`src/sv/csps_pkg.sv`:
```
package csps_pkg;

    localparam int MAX_POINTS = 32;

    localparam int DVD_W  = 64;
    localparam int DVS_W  = 34;
    localparam int RAD_W  = 66;
    localparam int ROOT_W = 33;

    localparam logic [30:0] MIN_SPACING   = 31'd3277;
    localparam logic [32:0] SHORT_SEG     = 33'd7;
    localparam logic [30:0] RST_MAX_LEN   = 31'd655360;
    localparam logic [31:0] RST_GND_OFS   = 32'd0;
    localparam logic [30:0] RST_SPACING   = 31'd65536;
    localparam logic [5:0]  RST_BLOCKS    = 6'd32;

    typedef enum logic [1:0] {
        REG_MAX_LEN = 2'd0,
        REG_GND_OFS = 2'd1,
        REG_SPACING = 2'd2,
        REG_BLOCKS  = 2'd3
    } t_reg;

    typedef enum logic [1:0] {
        KIND_NONE   = 2'd0,
        KIND_TARGET = 2'd1,
        KIND_POINT  = 2'd2
    } t_kind;

    typedef struct packed {
        logic signed [31:0] player_x;
        logic signed [31:0] player_y;
        logic signed [31:0] player_z;
        logic signed [31:0] cursor_x;
        logic signed [31:0] cursor_y;
        logic signed [31:0] cursor_z;
    } t_req;

    typedef struct packed {
        t_kind              kind;
        logic [4:0]         point_index;
        logic [5:0]         point_count;
        logic signed [31:0] pos_x;
        logic signed [31:0] pos_y;
        logic signed [31:0] pos_z;
        logic               last;
    } t_res;

    typedef enum logic [4:0] {
        S_IDLE,
        S_CHK,
        S_SQ,
        S_RT_GO,
        S_RT_WAIT,
        S_MLSQ,
        S_CMPC,
        S_CMUL,
        S_CDIV_GO,
        S_CDIV_WAIT,
        S_TGT,
        S_CNT,
        S_EMIT_T,
        S_WAIT_T,
        S_PDIV_GO,
        S_PDIV_WAIT,
        S_PT,
        S_WAIT_P,
        S_FIN
    } t_state;

    function automatic logic signed [35:0] smag(input logic sgn, input logic [33:0] mag);
        logic signed [35:0] m;
        m = $signed({2'b00, mag});
        return sgn ? -m : m;
    endfunction

    function automatic logic signed [31:0] sat32(input logic signed [35:0] v);
        if (v > 36'sd2147483647)
            return 32'sh7fffffff;
        else if (v < -36'sd2147483648)
            return 32'sh80000000;
        else
            return v[31:0];
    endfunction

endpackage

```
`src/sv/csps_sqrt.sv`:
```
module csps_sqrt
    import csps_pkg::*;
(
    input  logic                i_clk,
    input  logic                i_rst_n,
    input  logic                i_start,
    input  logic [RAD_W-1:0]    i_rad,
    output logic                o_done,
    output logic [ROOT_W-1:0]   o_root
);

    logic                r_busy;
    logic                r_done;
    logic [5:0]          r_cnt;
    logic [RAD_W-1:0]    r_rad;
    logic [ROOT_W+1:0]   r_rem;
    logic [ROOT_W-1:0]   r_root;
    logic [ROOT_W+3:0]   cur;
    logic [ROOT_W+3:0]   trial;
    logic                ge;
    logic [ROOT_W+3:0]   diff;

    assign cur    = {r_rem, r_rad[RAD_W-1:RAD_W-2]};
    assign trial  = {2'b00, r_root, 2'b01};
    assign ge     = cur >= trial;
    assign diff   = cur - trial;
    assign o_done = r_done;
    assign o_root = r_root;

    always_ff @(posedge i_clk) begin
        if (!i_rst_n) begin
            r_busy <= 1'b0;
            r_done <= 1'b0;
            r_cnt  <= '0;
        end else begin
            r_done <= 1'b0;
            if (i_start) begin
                r_busy <= 1'b1;
                r_cnt  <= '0;
                r_rad  <= i_rad;
                r_rem  <= '0;
                r_root <= '0;
            end else if (r_busy) begin
                r_rad  <= {r_rad[RAD_W-3:0], 2'b00};
                r_rem  <= ge ? diff[ROOT_W+1:0] : cur[ROOT_W+1:0];
                r_root <= {r_root[ROOT_W-2:0], ge};
                r_cnt  <= r_cnt + 6'd1;
                if (r_cnt == 6'(ROOT_W - 1)) begin
                    r_busy <= 1'b0;
                    r_done <= 1'b1;
                end
            end
        end
    end

endmodule

```
`config.mk`:
```
export PLATFORM = sky130hd
export DESIGN_NAME = csps_sqrt
export DESIGN_NICKNAME = d
export VERILOG_FILES = /design/src/sv/csps_pkg.sv /design/src/sv/csps_sqrt.sv
export SDC_FILE = /design/constraint.sdc
export NUM_CORES = 1
export LEC_CHECK = 0
export BUFFER_PORTS_ARGS = -buffer_cell sky130_fd_sc_hd__clkbuf_2
export CAP_MARGIN = 20
export CORE_AREA = 10 10 128 130
export DETAILED_ROUTE_END_ITERATION = 7
export DIE_AREA = 0 0 138 140
export MAX_ROUTING_LAYER = met4
export PLACE_DENSITY_LB_ADDON = 0.05
export SLEW_MARGIN = 20
export SYNTH_ARGS = -nofsm -noshare
export SYNTH_HDL_FRONTEND = slang
export SYNTH_SLANG_ARGS = --single-unit
```
`constraint.sdc`:
```
create_clock -name i_clk -period 5.3 [get_ports i_clk]
set_input_delay 0.53 -clock i_clk [delete_from_list [all_inputs] [get_ports i_clk]]
set_output_delay 0.53 -clock i_clk [all_outputs]
set_load 0.005 [all_outputs]
```
==> run metrics <==
status finished clean; Cell variety after synth 54; Final period util 66.1%; clk root buf clkbuf_16; crit path capture type flip-flop; core footprint 13,800 µm²; Via Count between 5,000 and 6,000; Initial Util 57.4%; Max FO, Critical Path 23; Resize count post-CTS 0; total CTS buffers 17; Die X-Extent around 140 µm; max-cap viol count 0; crit path buf inv count 1; vias in the first global route a little under 6,000; ANT nets after route 0; first-pass GRT wire length 28.3 mm; worst-margin pin slew 0.978 ns; Syn Std Cell Area ~8000 µm²; Crit path max-delay family simple AND/OR/NAND/NOR gates; Final min period 3.50 ns; leading register cell type out of synthesis edfxtp_1; Post-synth top cells edfxtp_1 (134), nor2_1 (83), mux2_2 (65); Synth Register Bits approximately 140; Non-Filler Instances between 900 and 1,000; worst reg2reg path endpoint r_rem[8]; metal2 WL 7.89 mm; DR top layer met4; Chip Height between 100 and 150 µm; final routed DRC violation total 0; CTS tree yes; num rows 43; share of the synthesized area in the top cell type approximately half; P&R area growth vs syn 14.8%; largest net degree at the start of global routing 70; drt first pass iters 7; Top-Level Pins slightly above 100; via/cell ratio 5.71; clock-pin slew on the worst setup and hold paths about 0.06 ns; relative slew slack between 30% and 40%; initial DRC count roughly 370; Fin Setup TNS 0 ns; post-DP HPWL about 12 mm; crit start category flip-flop; total track usage ~18%; Hold-fix buffers, CTS 0; final clock skew 0.00754 ns; port buffer count slightly above 100; Hold Path End r_rad[1]; Final Hold Viols 0; Max Fclk around 290 MHz; htree depth 4; share of layout cells above drive strength 1 around a quarter; fraction of registers with async set/reset 0%; Final GP Congestion 0.915; PwrDens around 350 nW/µm²; cell taking the most area after synthesis edfxtp_1; Synth area leaders edfxtp_1 (51%), mux2_2 (9.3%), ha_1 (5.9%), nor2_1 (3.9%), mux2i_1 (2.9%); Post-synth EDFFs 134; Synth Warn # 0; post-synthesis sequential area ratio between 50% and 60%; worst min path class primary input to flip-flop; unrepaired setup endpoints after global routing false; met3 wire length between 1 and 1.5 mm; Clock Latency Late Sink approximately 0.41 ns; Worst Hold Depth 2; placed instance count around 940; Nets 887; r2r startpoint r_rem[17]; Worst Path Required around 5.4 ns; Final Slew Violations 0; CTS Sinks about 140; Worst path max stage delay just under 0.6 ns; Critical Path AT roughly 3.6 ns; critical path cell sequence ha_1 -> nand2_1 -> nor2_1 -> nand3_1 -> or4_1 -> nor4b_2 -> nor3_1 -> a2bb2oi_4 -> buf_4 -> mux2i_1 -> nor2_1; WL/cell between 15 and 20 µm; count leader, synth edfxtp_1; initial antenna violation count 1; Leakage approximately 3.7 nW; die footprint approximately 19,000 µm²; WL met1 between 7 and 8 mm; Post-Syn Nets approximately 790; Hold Startpoint i_rad[1]; reg2reg setup slack roughly 1.8 ns; Crit Path Class flip-flop to flip-flop; postcts setup bufs 0; total gr overflow 0; Cells after Synth roughly 690; maximum vdd drop roughly 0.22 mV; worst r2r path cells 11; WL final 16.8 mm; slowest cell on the critical path or4_1; Clock Path Buffers 2; Fillers around 1,100; most used cell, CP nor2_1; Setup violations, final 0; Avg Inst Size Synth 11.5 µm²
==> state kept, by name, indices dropped and copies added (netlist names) <==
signal	cells
r_rad	66
o_root	33
o_done	1
r_busy	1
r_rem	35
r_cnt	6
==> worst max-delay path by stage <==
stage | start | end | slack, ns | cells past startpoint
final | r_rem[17] | r_rem[8] | 1.80 | 11
after global routing | o_root[18] | r_rem[8] | 1.56 | 12
after CTS | r_rem[20] | r_rem[8] | 1.81 | 11
after detailed placement | r_rem[20] | r_rem[8] | 1.84 | 11
after global placement | o_root[18] | r_rem[7] | 1.96 | 12
after floorplan | i_start | o_root[0] | 0.94 | 2
==> where the power goes <==
group          leakage, nW  internal, mW  total, mW  switching, mW
Sequential            1.36          1.35       1.38         0.0381
Combinational         2.13         0.323      0.727          0.405
Clock                0.239         0.589       1.04          0.453
Total                 3.73          2.26       3.15          0.896
==> area by class of cell <==
cell class	instances	area, µm²	area share (%)
sequential	142	4180	46.1
inverter	48	180	1.99
clock inverter	12	73.8	0.814
antenna	1	2.50	0.0276
multi-input combinational	466	3410	37.7
clock buffer	19	433	4.77
tap	180	225	2.48
timing repair buffer	106	556	6.13
==> cell usage in the layout, fill, tap and decap left out, drive strengths merged, types with 8 or more instances in the layout <==
cell	count
a21o	19
a21oi	45
clkbuf	120
clkinv	9
dfxtp	8
edfxtp	134
ha	37
inv	48
mux2	65
mux2i	23
nand2	29
nand3	9
nand4	10
nor2	84
nor3	8
o21a	8
o21ai	22
xnor2	26
==> cell families (layout without fill, tap and decap cells) <==
| family | Yosys count | after routing | share of synthesized area [%] |
|---|---|---|---|
| compound gates | 134 | 134 | 11.1 |
| xor+xnor | 33 | 33 | 3.66 |
| fa+ha+maj | 37 | 37 | 5.86 |
| buf+inv | 77 | 185 | 3.91 |
| flops | 142 | 142 | 53.0 |
| mux | 88 | 88 | 12.2 |
| other cells | 0 | 1 | 0 |
| simple gates | 174 | 174 | 10.4 |
==> worst reg2reg max path, cell delays in order (launching register included) <==
cell	delay [ns]
edfxtp_1	0.39
ha_1	0.39
nand2_1	0.12
nor2_1	0.16
nand3_1	0.14
or4_1	0.58
nor4b_2	0.28
nor3_1	0.11
a2bb2oi_4	0.34
buf_4	0.39
mux2i_1	0.25
nor2_1	0.07
==> per-stage QoR <==
step | hold slack [ns] | utilization (%) | power [mW] | setup slack, ns | cell area (µm²)
2_1_floorplan | 0.454 | - | 1.96 | 0.944 | 7900
3_3_place_gp | 0.469 | 62.1 | 2.11 | 1.96 | 8560
3_5_place_dp | 0.491 | 62.1 | 2.13 | 1.84 | 8560
4_1_cts | 0.385 | 65.8 | 3.17 | 1.81 | 9070
5_1_grt | 0.402 | 65.8 | 3.32 | 1.56 | 9070
6_report | 0.400 | 65.8 | 3.15 | 1.80 | 9070
==> routing by layer <==
layer,vias to the layer above,global-route usage [%]
met5,-,-
met4,0,6.38
met3,26,6.15
met2,193,28.4
met1,2639,21.1
li1,2703,-
Note: power is estimated with default switching activity, not from simulation.
