[src/sv/csps_pkg.sv]
package csps_pkg;

    localparam int MAX_POINTS = 32;

    localparam int DVD_W  = 64;
    localparam int DVS_W  = 34;
    localparam int RAD_W  = 66;
    localparam int ROOT_W = 33;

    localparam logic [30:0] MIN_SPACING   = 31'd3277;
    localparam logic [32:0] SHORT_SEG     = 33'd7;
    localparam logic [30:0] RST_MAX_LEN   = 31'd655360;
    localparam logic [31:0] RST_GND_OFS   = 32'd0;
    localparam logic [30:0] RST_SPACING   = 31'd65536;
    localparam logic [5:0]  RST_BLOCKS    = 6'd32;

    typedef enum logic [1:0] {
        REG_MAX_LEN = 2'd0,
        REG_GND_OFS = 2'd1,
        REG_SPACING = 2'd2,
        REG_BLOCKS  = 2'd3
    } t_reg;

    typedef enum logic [1:0] {
        KIND_NONE   = 2'd0,
        KIND_TARGET = 2'd1,
        KIND_POINT  = 2'd2
    } t_kind;

    typedef struct packed {
        logic signed [31:0] player_x;
        logic signed [31:0] player_y;
        logic signed [31:0] player_z;
        logic signed [31:0] cursor_x;
        logic signed [31:0] cursor_y;
        logic signed [31:0] cursor_z;
    } t_req;

    typedef struct packed {
        t_kind              kind;
        logic [4:0]         point_index;
        logic [5:0]         point_count;
        logic signed [31:0] pos_x;
        logic signed [31:0] pos_y;
        logic signed [31:0] pos_z;
        logic               last;
    } t_res;

    typedef enum logic [4:0] {
        S_IDLE,
        S_CHK,
        S_SQ,
        S_RT_GO,
        S_RT_WAIT,
        S_MLSQ,
        S_CMPC,
        S_CMUL,
        S_CDIV_GO,
        S_CDIV_WAIT,
        S_TGT,
        S_CNT,
        S_EMIT_T,
        S_WAIT_T,
        S_PDIV_GO,
        S_PDIV_WAIT,
        S_PT,
        S_WAIT_P,
        S_FIN
    } t_state;

    function automatic logic signed [35:0] smag(input logic sgn, input logic [33:0] mag);
        logic signed [35:0] m;
        m = $signed({2'b00, mag});
        return sgn ? -m : m;
    endfunction

    function automatic logic signed [31:0] sat32(input logic signed [35:0] v);
        if (v > 36'sd2147483647)
            return 32'sh7fffffff;
        else if (v < -36'sd2147483648)
            return 32'sh80000000;
        else
            return v[31:0];
    endfunction

endpackage

[src/sv/csps_div.sv]
module csps_div
    import csps_pkg::*;
(
    input  logic               i_clk,
    input  logic               i_rst_n,
    input  logic               i_start,
    input  logic [DVD_W-1:0]   i_dvd,
    input  logic [DVS_W-1:0]   i_dvs,
    output logic               o_done,
    output logic [DVD_W-1:0]   o_quo,
    output logic [DVS_W-1:0]   o_rem
);

    logic                r_busy;
    logic [6:0]          r_cnt;
    logic [DVS_W:0]      r_rem;
    logic [DVD_W-1:0]    r_quo;
    logic [DVS_W-1:0]    r_dvs;
    logic                r_done;
    logic [DVS_W:0]      trial;
    logic                ge;

    assign trial  = {r_rem[DVS_W-1:0], r_quo[DVD_W-1]};
    assign ge     = trial >= {1'b0, r_dvs};
    assign o_done = r_done;
    assign o_quo  = r_quo;
    assign o_rem  = r_rem[DVS_W-1:0];

    always_ff @(posedge i_clk) begin
        if (!i_rst_n) begin
            r_busy <= 1'b0;
            r_done <= 1'b0;
            r_cnt  <= '0;
        end else begin
            r_done <= 1'b0;
            if (i_start) begin
                r_busy <= 1'b1;
                r_cnt  <= '0;
                r_rem  <= '0;
                r_quo  <= i_dvd;
                r_dvs  <= i_dvs;
            end else if (r_busy) begin
                r_rem <= ge ? (trial - {1'b0, r_dvs}) : trial;
                r_quo <= {r_quo[DVD_W-2:0], ge};
                r_cnt <= r_cnt + 7'd1;
                if (r_cnt == 7'(DVD_W - 1)) begin
                    r_busy <= 1'b0;
                    r_done <= 1'b1;
                end
            end
        end
    end

endmodule

[config.mk]
export PLATFORM = sky130hd
export DESIGN_NAME = csps_div
export DESIGN_NICKNAME = d
export VERILOG_FILES = /design/src/sv/csps_pkg.sv /design/src/sv/csps_div.sv
export SDC_FILE = /design/constraint.sdc
export NUM_CORES = 1
export LEC_CHECK = 0
export ABC_AREA = 0
export BUFFER_PORTS_ARGS = -buffer_cell sky130_fd_sc_hd__buf_2
export CORE_MARGIN = 2
export CORE_UTILIZATION = 45
export DETAILED_ROUTE_END_ITERATION = 12
export GPL_TIMING_DRIVEN = 1
export PLACE_DENSITY = 0.73
export SETUP_SLACK_MARGIN = 0.4
export SYNTH_ARGS = -nofsm -noshare
export SYNTH_HDL_FRONTEND = slang
export SYNTH_SLANG_ARGS = --single-unit
[constraint.sdc]
create_clock -name i_clk -period 3.5 [get_ports i_clk]
set_input_delay 0.175 -clock i_clk [delete_from_list [all_inputs] [get_ports i_clk]]
set_output_delay 0.175 -clock i_clk [all_outputs]
set_load 0.02 [all_outputs]
==> results of run 1 <==
==> cell type report <==
cell class                 count  area [sq um]  share of cell area (%)
clock buffer                  18           429                    4.25
clock inverter                14           141                    1.40
inverter                      47           176                    1.75
multi-input combinational    388          3350                    33.2
sequential                   141          4140                    41.0
tap                          220           275                    2.73
timing repair buffer         259          1580                    15.6
==> report_power, final <==
group | internal [mW] | total [mW] | switching, mW | leakage, nW
registers | 2.01 | 2.10 | 0.0839 | 1.33
logic | 0.608 | 1.31 | 0.702 | 2.67
clock network | 1.05 | 1.78 | 0.730 | 0.268
total | 3.67 | 5.19 | 1.52 | 4.27
==> worst paths after layout <==
kind	from	end	slack (ps)	depth (start not counted)
max	r_rem[10]$_SDFFCE_PP0P_	r_rem[30]$_SDFFCE_PP0P_	510	10
min	i_dvd[10]	o_quo[10]$_DFFE_PP_	50	2
max reg2reg	r_rem[10]$_SDFFCE_PP0P_	r_rem[30]$_SDFFCE_PP0P_	510	10
min reg2reg	r_cnt[5]$_SDFFE_PP0P_	r_cnt[5]$_SDFFE_PP0P_	490	2
==> per-stage QoR <==
stage | area, sq um | std cells | power (mW) | setup WS (ps) | hold WS (ps)
3_3_place_gp | 8720 | 999 | 3.23 | 322 | 352
4_1_cts | 9710 | 1067 | 5.10 | 380 | 31.9
5_1_grt | 10100 | 1087 | 5.43 | 335 | 34.8
2_1_floorplan | 7510 | 598 | 2.95 | 438 | 274
6_report | 10100 | 1087 | 5.19 | 510 | 50.5
3_5_place_dp | 8720 | 999 | 3.25 | 200 | 353
==> sequential cells by signal, indices dropped and copies added, names as in the netlist <==
name and count:
r_rem 34, r_dvs 34, r_busy 1, r_cnt 7, o_done 1, o_quo 64
==> Yosys cell counts, types with 5 or more instances <==
master and number:
nand4_1 8, o21ai_0 17, dfxtp_1 9, nor3_1 6, nor2_1 46, clkbuf_1 12, inv_1 47, xnor2_1 19
ha_1 35, nand3_1 8, a21o_1 15, o21a_1 5, edfxtp_1 132, a21oi_1 31, mux2_2 63, nand2_1 25
or3_1 5, o21bai_1 5, mux2i_1 25, xor2_1 12, buf_6 5
==> cell families after synthesis <==
logic type	count (synthesis)
buffers and inverters	69
and+or+nand+nor	122
muxes	89
xor gates and xnor gates	31
DFF	141
AOI/OAI and AO/OA	110
adders and majority gates	36
==> routing by layer <==
| layer | global-route usage [%] | vias to the layer above | wire (microns) |
|---|---|---|---|
| met5 | 0 | - | 13 |
| met3 | 7.12 | 22 | 1370 |
| li1 | - | 2735 | - |
| met4 | 6.91 | 2 | 264 |
| met1 | 25.0 | 2704 | 7870 |
| met2 | 35.9 | 197 | 9240 |
==> timing repair <==
action	in CTS	in global routing
cloned	1	0
pin swaps	3	24
gates resized for setup	5	41
hold endpoints to repair	34	0
endpoints found under the setup margin	32	35
buffers inserted	1	20
hold buffers	34	0
==> flow_metrics.env, run 1 <==
export IMPL_yosysSeqAreaShare_pct=55.2
export IMPL_gp_congestion=0.852
export IMPL_syn_inst=598
export IMPL_dieHeight_microns=133
export IMPL_n_antenna_cell=0
export IMPL_synth_compound_gate_area_share_pct=10.4
export IMPL_grt_pass1_wl_microns=29100
export IMPL_viasPerCell=5.21
export IMPL_status="completed"
export IMPL_synth_ff_type="edfxtp_1"
export IMPL_synth_xor_area_share_pct=3.61
export IMPL_io_pins=200
export IMPL_crit_slowest_cell="edfxtp_1"
export IMPL_required_ps=3650
export IMPL_crit_path_start_kind="flop"
export IMPL_antenna_found_initial=1
export IMPL_cp_data_arrival_time_ps=3140
export IMPL_slowest_delay_ps=470
export IMPL_hp_class="in -> reg"
export IMPL_vias=5660
export IMPL_min_period_ps=2990
export IMPL_cap_violations=0
export IMPL_grt_ovfl_total=0
export IMPL_drive_gt1_share_pct=41.3
export IMPL_ant_nets=0
export IMPL_drtPass1Iterations=5
export IMPL_worstMarginPinSlew_ps=752
export IMPL_path_delay_family="compound AO/OA/AOI/OAI gates"
export IMPL_setup_viol=0
export IMPL_p_leak_nw=4.27
export IMPL_final_cell_mix="198 x buf_2, 132 x edfxtp_1, 63 x mux2_2"
export IMPL_syn_to_final_growth_pct=34.4
export IMPL_ys_top_cells_by_area="edfxtp_1 53%, mux2_2 9.4%, ha_1 5.8%"
export IMPL_critPathBufInv=0
export IMPL_core_area_sq_um=16500
export IMPL_grt_max_degree=55
export IMPL_dieArea_sq_um=17700
export IMPL_synth_fa_ha_area_share_pct=6.10
export IMPL_dieWidth_microns=133
export IMPL_skew_ps=10.4
export IMPL_clockBufferDepth=2
export IMPL_slew_headroom_pct=49.9
export IMPL_io_buffers=199
export IMPL_yosys_area_share_simple_pct=7.68
export IMPL_tns_ps=0
export IMPL_routed_wl_microns=18800
export IMPL_final_common_cell="buf_2"
export IMPL_dp_hpwl_microns=12400
export IMPL_cts_buffers=17
export IMPL_cts_tree="built"
export IMPL_grt_usage_pct=21.0
export IMPL_drtIter0Drc=294
export IMPL_drc_errors=0
export IMPL_finalNetCount=991
export IMPL_fmax_mhz=334
export IMPL_path_cells="ha_4 -> nand4_1 -> or3_4 -> nand3b_1 -> a311oi_4 -> o21ai_2 -> a311oi_2 -> xor2_1 -> mux2i_1 -> nor2_1"
export IMPL_start_util_pct=45.6
export IMPL_synth_seq_cells=141
export IMPL_vdd_drop_max_mv=0.379
export IMPL_yosys_area_top_type="edfxtp_1"
export IMPL_ys_async_sr_fraction_pct=0
export IMPL_synth_top_area_share_pct=52.8
export IMPL_syn_avg_cell_area_sq_um=12.6
export IMPL_row_count=47
export IMPL_h_tree_depth=4
export IMPL_crit_path_max_fanout=7
export IMPL_syn_nets=735
export IMPL_grt_pass1_vias=5780
export IMPL_clock_sinks=141
export IMPL_synth_edff_count=132
export IMPL_cts_root_buf="clkbuf_16"
export IMPL_syn_area_sq_um=7510
export IMPL_synth_area_mux_share_pct=13.0
export IMPL_num_fill_cells=1381
export IMPL_endpoint_kind="flop"
export IMPL_clkSlewWorstSetupHoldPaths_ps=60
export IMPL_synth_top_family_by_area="multiplexers"
export IMPL_report_final_slew_viol_count=0
export IMPL_clock_latency_ps=420
export IMPL_avgRoutedWirePerCell_microns=17.2
export IMPL_synth_distinct_cells=59
export IMPL_post_route_util_pct=61.3
export IMPL_min_period_over_period_pct=85.4
export IMPL_rsz0062_at_grt="yes"
export IMPL_report_final_hold_viol_count=0
export IMPL_yosys_warnings=0
export IMPL_power_density_nw_per_um2=514
export IMPL_crit_type="reg -> reg"
(Power assumes the default switching activity.)
==> run 2, diff against run 1 <==
--- a/config.mk
+++ b/config.mk
@@ -7,7 +7,7 @@
 export LEC_CHECK = 0
 export ABC_AREA = 0
 export BUFFER_PORTS_ARGS = -buffer_cell sky130_fd_sc_hd__buf_2
-export CORE_MARGIN = 2
+export CORE_MARGIN = 5
 export CORE_UTILIZATION = 45
 export DETAILED_ROUTE_END_ITERATION = 12
 export GPL_TIMING_DRIVEN = 1
==> flow_metrics.env, run 2 (same netlist as run 1, synthesis figures left out) <==
export IMPL_status="completed"
export IMPL_grt_usage_pct=19.2
export IMPL_crit_path_max_fanout=3
export IMPL_row_count=47
export IMPL_fmax_mhz=329
export IMPL_num_fill_cells=1378
export IMPL_grt_pass1_vias=5720
export IMPL_clock_sinks=141
export IMPL_min_from="i_dvd[43]"
export IMPL_report_final_slew_viol_count=0
export IMPL_h_tree_depth=4
export IMPL_endpoint_kind="flop"
export IMPL_vias=5628
export IMPL_p_leak_nw=4.28
export IMPL_drtIter0Drc=246
export IMPL_cts_root_buf="clkbuf_16"
export IMPL_dieHeight_microns=139
export IMPL_min_period_ps=3040
export IMPL_cts_tree="built"
export IMPL_crit_type="reg -> reg"
export IMPL_io_buffers=199
export IMPL_viasPerCell=5.17
export IMPL_dp_hpwl_microns=13200
export IMPL_n_antenna_cell=0
export IMPL_cts_buffers=17
export IMPL_drive_gt1_share_pct=41.0
export IMPL_reg2reg_from="o_quo[63]$_DFFE_PP_"
export IMPL_timing_final_ws_setup_ps=458
export IMPL_critPathLaunch="o_quo[63]$_DFFE_PP_"
export IMPL_clock_latency_ps=430
export IMPL_place_ws_ps=140
export IMPL_grt_max_degree=60
export IMPL_cp_data_arrival_time_ps=3210
export IMPL_skew_ps=10.4
export IMPL_worstMarginPinSlew_ps=921
export IMPL_min_period_over_period_pct=86.9
export IMPL_dieWidth_microns=139
export IMPL_core_area_sq_um=16500
export IMPL_cap_violations=0
export IMPL_routed_wl_microns=19100
export IMPL_antenna_found_initial=3
export IMPL_gp_congestion=0.842
export IMPL_slew_headroom_pct=38.6
export IMPL_grt_ovfl_total=0
export IMPL_clockBufferDepth=2
export IMPL_report_final_hold_viol_count=0
export IMPL_vdd_drop_max_mv=0.368
export IMPL_avgRoutedWirePerCell_microns=17.5
export IMPL_required_ps=3660
export IMPL_crit_path_start_kind="flop"
export IMPL_clkSlewWorstSetupHoldPaths_ps=70
export IMPL_ant_nets=0
export IMPL_final_common_cell="buf_2"
export IMPL_drtPass1Iterations=4
export IMPL_finalNetCount=993
export IMPL_largest_register_ffs=64
export IMPL_grt_pass1_wl_microns=29500
export IMPL_io_pins=200
export IMPL_power_density_nw_per_um2=515
export IMPL_dieArea_sq_um=19400
export IMPL_rsz0062_at_grt="yes"
export IMPL_tns_ps=0
export IMPL_setup_viol=0
export IMPL_hp_class="in -> reg"
export IMPL_start_util_pct=45.6
export IMPL_drc_errors=0
export IMPL_syn_to_final_growth_pct=33.7
export IMPL_final_cell_mix="198 x buf_2, 132 x edfxtp_1, 63 x mux2_2"
## run 2: changes by cell type in the layout (fill, tap and decap cells not counted), sizes merged
| cell | delta |
|---|---|
| buf | +2 |
| bufinv | -1 |
| clkbuf | -1 |
| clkinv | -3 |
| inv | +4 |
## run 2: metrics by stage
stage	util (%)	area (sq um)	hold WS, ps	total power [mW]	instances
floorplan	-	7510	274	2.95	598
global placement	53.1	8740	352	3.24	1000
detailed placement	53.1	8740	353	3.26	1000
CTS	59.2	9750	19.2	5.11	1068
global route	61.0	10000	14.4	5.42	1088
finish	61.0	10000	36.4	5.17	1088
## run 2: final cells by class
type | count | area (sq um) | share of cell area [%]
Inverter | 47 | 176 | 1.76
Clock inverter | 14 | 148 | 1.47
Multi-Input combinational cell | 388 | 3290 | 32.7
Sequential cell | 141 | 4140 | 41.3
Tap cell | 220 | 275 | 2.74
Timing Repair Buffer | 261 | 1590 | 15.8
Clock buffer | 17 | 425 | 4.24
## run 2: final timing paths
kind | endpoint | slack (ps) | cells past startpoint
worst max-delay path | r_rem[26]$_SDFFCE_PP0P_ | 460 | 14
worst min-delay path | o_quo[43]$_DFFE_PP_ | 40 | 2
worst max register to register | r_rem[26]$_SDFFCE_PP0P_ | 460 | 14
worst min register to register | o_done$_SDFF_PP0_ | 480 | 1
## run 2: per-layer routing
layer | vias up | GRT usage, % | part of all wire (%)
met2 | 182 | 31.2 | 49
met5 | - | 0 | 0.18
li1 | 2749 | - | -
met1 | 2667 | 23.1 | 41
met3 | 24 | 9.03 | 9.2
met4 | 6 | 5.15 | 1.2
## run 2: worst max-delay path: stages, from the launching register on
cell and delay (ps):
edfxtp_1 420, inv_1 80, ha_1 150, inv_1 60
fa_2 370, a211oi_2 250, o211ai_1 200, nand3b_1 210
a311oi_4 140, buf_4 170, o21bai_2 180, a31oi_2 130
o21a_1 190, o21ai_1 140, a21oi_1 80
## run 2: timing repair
action                                  4_1_cts  5_1_grt
resized for setup                             9       19
endpoints found under the setup margin       30       32
endpoints found under the hold margin        34        0
buffers inserted                              3       20
pin swaps                                     4        9
hold buffers                                 34        0
## run 2: power breakdown
group,switching [mW],internal (mW),total [mW]
combinational,0.696,0.595,1.29
sequential,0.0812,2.01,2.09
clock,0.791,1.00,1.79
total,1.57,3.61,5.17
==> run 3, diff against run 2 <==
--- a/config.mk
+++ b/config.mk
@@ -5,13 +5,13 @@
 export SDC_FILE = /design/constraint.sdc
 export NUM_CORES = 1
 export LEC_CHECK = 0
-export ABC_AREA = 0
+export ABC_AREA = 1
 export BUFFER_PORTS_ARGS = -buffer_cell sky130_fd_sc_hd__buf_2
 export CORE_MARGIN = 5
 export CORE_UTILIZATION = 45
 export DETAILED_ROUTE_END_ITERATION = 12
 export GPL_TIMING_DRIVEN = 1
-export PLACE_DENSITY = 0.73
+export PLACE_DENSITY = 0.69
 export SETUP_SLACK_MARGIN = 0.4
 export SYNTH_ARGS = -nofsm -noshare
 export SYNTH_HDL_FRONTEND = slang
==> constraint.sdc (replaced) <==
create_clock -name i_clk -period 3.7 [get_ports i_clk]
set_input_delay 0.185 -clock i_clk [delete_from_list [all_inputs] [get_ports i_clk]]
set_output_delay 0.185 -clock i_clk [all_outputs]
set_load 0.02 [all_outputs]
==> flow_metrics.env, run 3 <==
export IMPL_grt_use_met1_pct=27.6
export IMPL_synth_xor_area_share_pct=1.91
export IMPL_synth_ff_type="edfxtp_1"
export IMPL_clkSlewWorstSetupHoldPaths_ps=70
export IMPL_drc_errors=0
export IMPL_yosysSeqAreaShare_pct=47.7
export IMPL_endpoint_kind="flop"
export IMPL_met2_usage_pct=38.2
export IMPL_synth_fa_ha_area_share_pct=5.27
export IMPL_p_sw_share_pct=35.4
export IMPL_gp_congestion=0.969
export IMPL_drtPass1Iterations=5
export IMPL_antenna_found_initial=2
export IMPL_crit_type="reg -> reg"
export IMPL_n_antenna_cell=0
export IMPL_yosys_area_share_simple_pct=33.2
export IMPL_grt_usage_pct=22.2
export IMPL_synth_commonest_cells="482 x nand2_1, 141 x inv_1, 132 x edfxtp_1, 91 x nor2_1, 35 x ha_1"
export IMPL_synth_distinct_cells=41
export IMPL_power_density_nw_per_um2=502
export IMPL_synth_compound_gate_area_share_pct=2.86
export IMPL_dieWidth_microns=149
export IMPL_start_util_pct=46.0
export IMPL_rsz0062_at_grt="no"
export IMPL_clock_sinks=141
export IMPL_worstMarginPinSlew_ps=830
export IMPL_cp_data_arrival_time_ps=2860
export IMPL_synth_most_common_cell="nand2_1"
export IMPL_min_period_ps=2680
export IMPL_timing_final_ws_setup_ps=1020
export IMPL_yosys_warnings=0
export IMPL_ys_top_cells_by_area="edfxtp_1 46%, nand2_1 21%, inv_1 6.1%"
export IMPL_h_tree_depth=4
export IMPL_syn_area_sq_um=8690
export IMPL_viasPerCell=4.75
export IMPL_drive_gt1_share_pct=22.0
export IMPL_io_pins=200
export IMPL_clockPowerShare_pct=32.7
export IMPL_clockBufferDepth=2
export IMPL_dieHeight_microns=149
export IMPL_top_usage_layer="met2"
export IMPL_place_ws_ps=1020
export IMPL_avgRoutedWirePerCell_microns=15.1
export IMPL_status="completed"
export IMPL_syn_avg_cell_area_sq_um=7.78
export IMPL_vdd_drop_max_mv=0.319
export IMPL_clock_latency_ps=420
export IMPL_dieArea_sq_um=22200
export IMPL_cts_tree="built"
export IMPL_tns_ps=0
export IMPL_ctsResizeCount=0
export IMPL_dp_hpwl_microns=18700
export IMPL_p_int_mw=3.52
export IMPL_syn_nets=1255
export IMPL_required_ps=3880
export IMPL_core_area_sq_um=18900
export IMPL_grtUsageMet3_pct=6.56
export IMPL_synth_area_mux_share_pct=0
export IMPL_io_buffers=199
export IMPL_row_count=50
export IMPL_crit_path_max_fanout=25
export IMPL_grt_pass1_vias=7580
export IMPL_final_cell_mix="481 x nand2_1, 199 x buf_2, 141 x inv_1"
export IMPL_synth_top_area_share_pct=45.6
export IMPL_final_common_cell="nand2_1"
export IMPL_drtIter0Drc=372
export IMPL_report_final_hold_viol_count=0
export IMPL_ys_async_sr_fraction_pct=0
export IMPL_largest_register_ffs=64
export IMPL_holdWs_ps=24.4
export IMPL_cts_root_buf="clkbuf_16"
export IMPL_yosys_area_top_type="edfxtp_1"
export IMPL_syn_inst=1118
export IMPL_fmax_mhz=373
export IMPL_seqPwrFrac_pct=37.4
export IMPL_report_final_slew_viol_count=0
export IMPL_post_cts_buffers=0
export IMPL_cts_buffers=17
export IMPL_routed_wl_microns=24500
export IMPL_p_switching_mw=1.93
export IMPL_crit_path_start_kind="flop"
export IMPL_synth_top_family_by_area="simple AND/OR/NAND/NOR gates"
export IMPL_skew_ps=8.73
export IMPL_finalNetCount=1486
export IMPL_grt_ovfl_total=0
export IMPL_vias=7703
export IMPL_ant_nets=0
export IMPL_p_comb_share_pct=29.9
export IMPL_grt_max_degree=63
export IMPL_stdcell_count=1621
export IMPL_numPlacedInstances=1556
export IMPL_setup_viol=0
export IMPL_synth_seq_cells=141
export IMPL_grt_pass1_wl_microns=38800
export IMPL_hp_class="in -> reg"
export IMPL_p_leak_nw=5.59
export IMPL_min_period_over_period_pct=72.5
export IMPL_syn_to_final_growth_pct=24.8
export IMPL_synth_edff_count=132
export IMPL_slew_headroom_pct=44.7
export IMPL_cap_violations=0
-- run 3: final timing paths --
check                          from                endpoint  slack (ps)  cells past startpoint
max          r_rem[9]$_SDFFCE_PP0P_  r_rem[1]$_SDFFCE_PP0P_        1020                     12
min                       i_dvd[37]     o_quo[37]$_DFFE_PP_          20                      3
max reg2reg  r_rem[9]$_SDFFCE_PP0P_  r_rem[1]$_SDFFCE_PP0P_        1020                     12
min reg2reg   r_cnt[6]$_SDFFE_PP0P_       o_done$_SDFF_PP0_         480                      1
-- run 3: per-stage QoR --
stage | power, mW | utilization [%] | cell area (sq um)
floorplan | 3.21 | - | 8700
CTS | 5.48 | 57.4 | 10800
finish | 5.45 | 57.4 | 10800
global route | 5.75 | 57.4 | 10800
global placement | 3.65 | 52.5 | 9910
detailed placement | 3.67 | 52.5 | 9910
-- run 3: cells by family (layout without fill, tap and decap cells) --
family | count (synthesis) | count (layout)
simple gates | 683 | 683
buf+inv | 195 | 438
flops | 141 | 141
compound gates | 44 | 44
fa+ha+maj | 36 | 36
xor+xnor | 19 | 19
-- run 3: repair_timing --
action | CTS | global route
hold buffers | 34 | 0
hold endpoints to repair | 34 | 0
endpoints found under the setup margin | 0 | 0
-- run 3: worst max-delay path, cell delays in order (launching register included) --
cell and delay (ps):
edfxtp_1 420, ha_1 380, nand2_1 110, nor2_1 280, nand2_1 150, nand3b_4 120, nand2_2 80, nand2_4 100
nand2_8 150, nand2_8 220, inv_4 180, nor2_1 150, nor2_1 60
-- run 3: cell type report --
class	count	area, sq um
clock buffer	17	425
clock inverter	14	174
fill	1841	8040
inverter	168	633
multi-input combinational	782	3770
sequential	141	4140
tap	260	325
timing repair buffer	239	1380
-- run 3: power groups by stage --
stage          clock network (mW)  registers [mW]  logic (mW)
2_1_floorplan                   0            2.20        1.01
5_1_grt                      1.87            2.06        1.82
3_3_place_gp                    0            2.07        1.58
4_1_cts                      1.80            2.04        1.63
6_report                     1.78            2.04        1.63
3_5_place_dp                    0            2.07        1.60
-- run 3: metal layers --
metal | vias up | wire (microns)
met3 | 26 | 1880
met4 | 4 | 307
li1 | 3944 | -
met2 | 240 | 11700
met5 | - | 25
met1 | 3489 | 10600
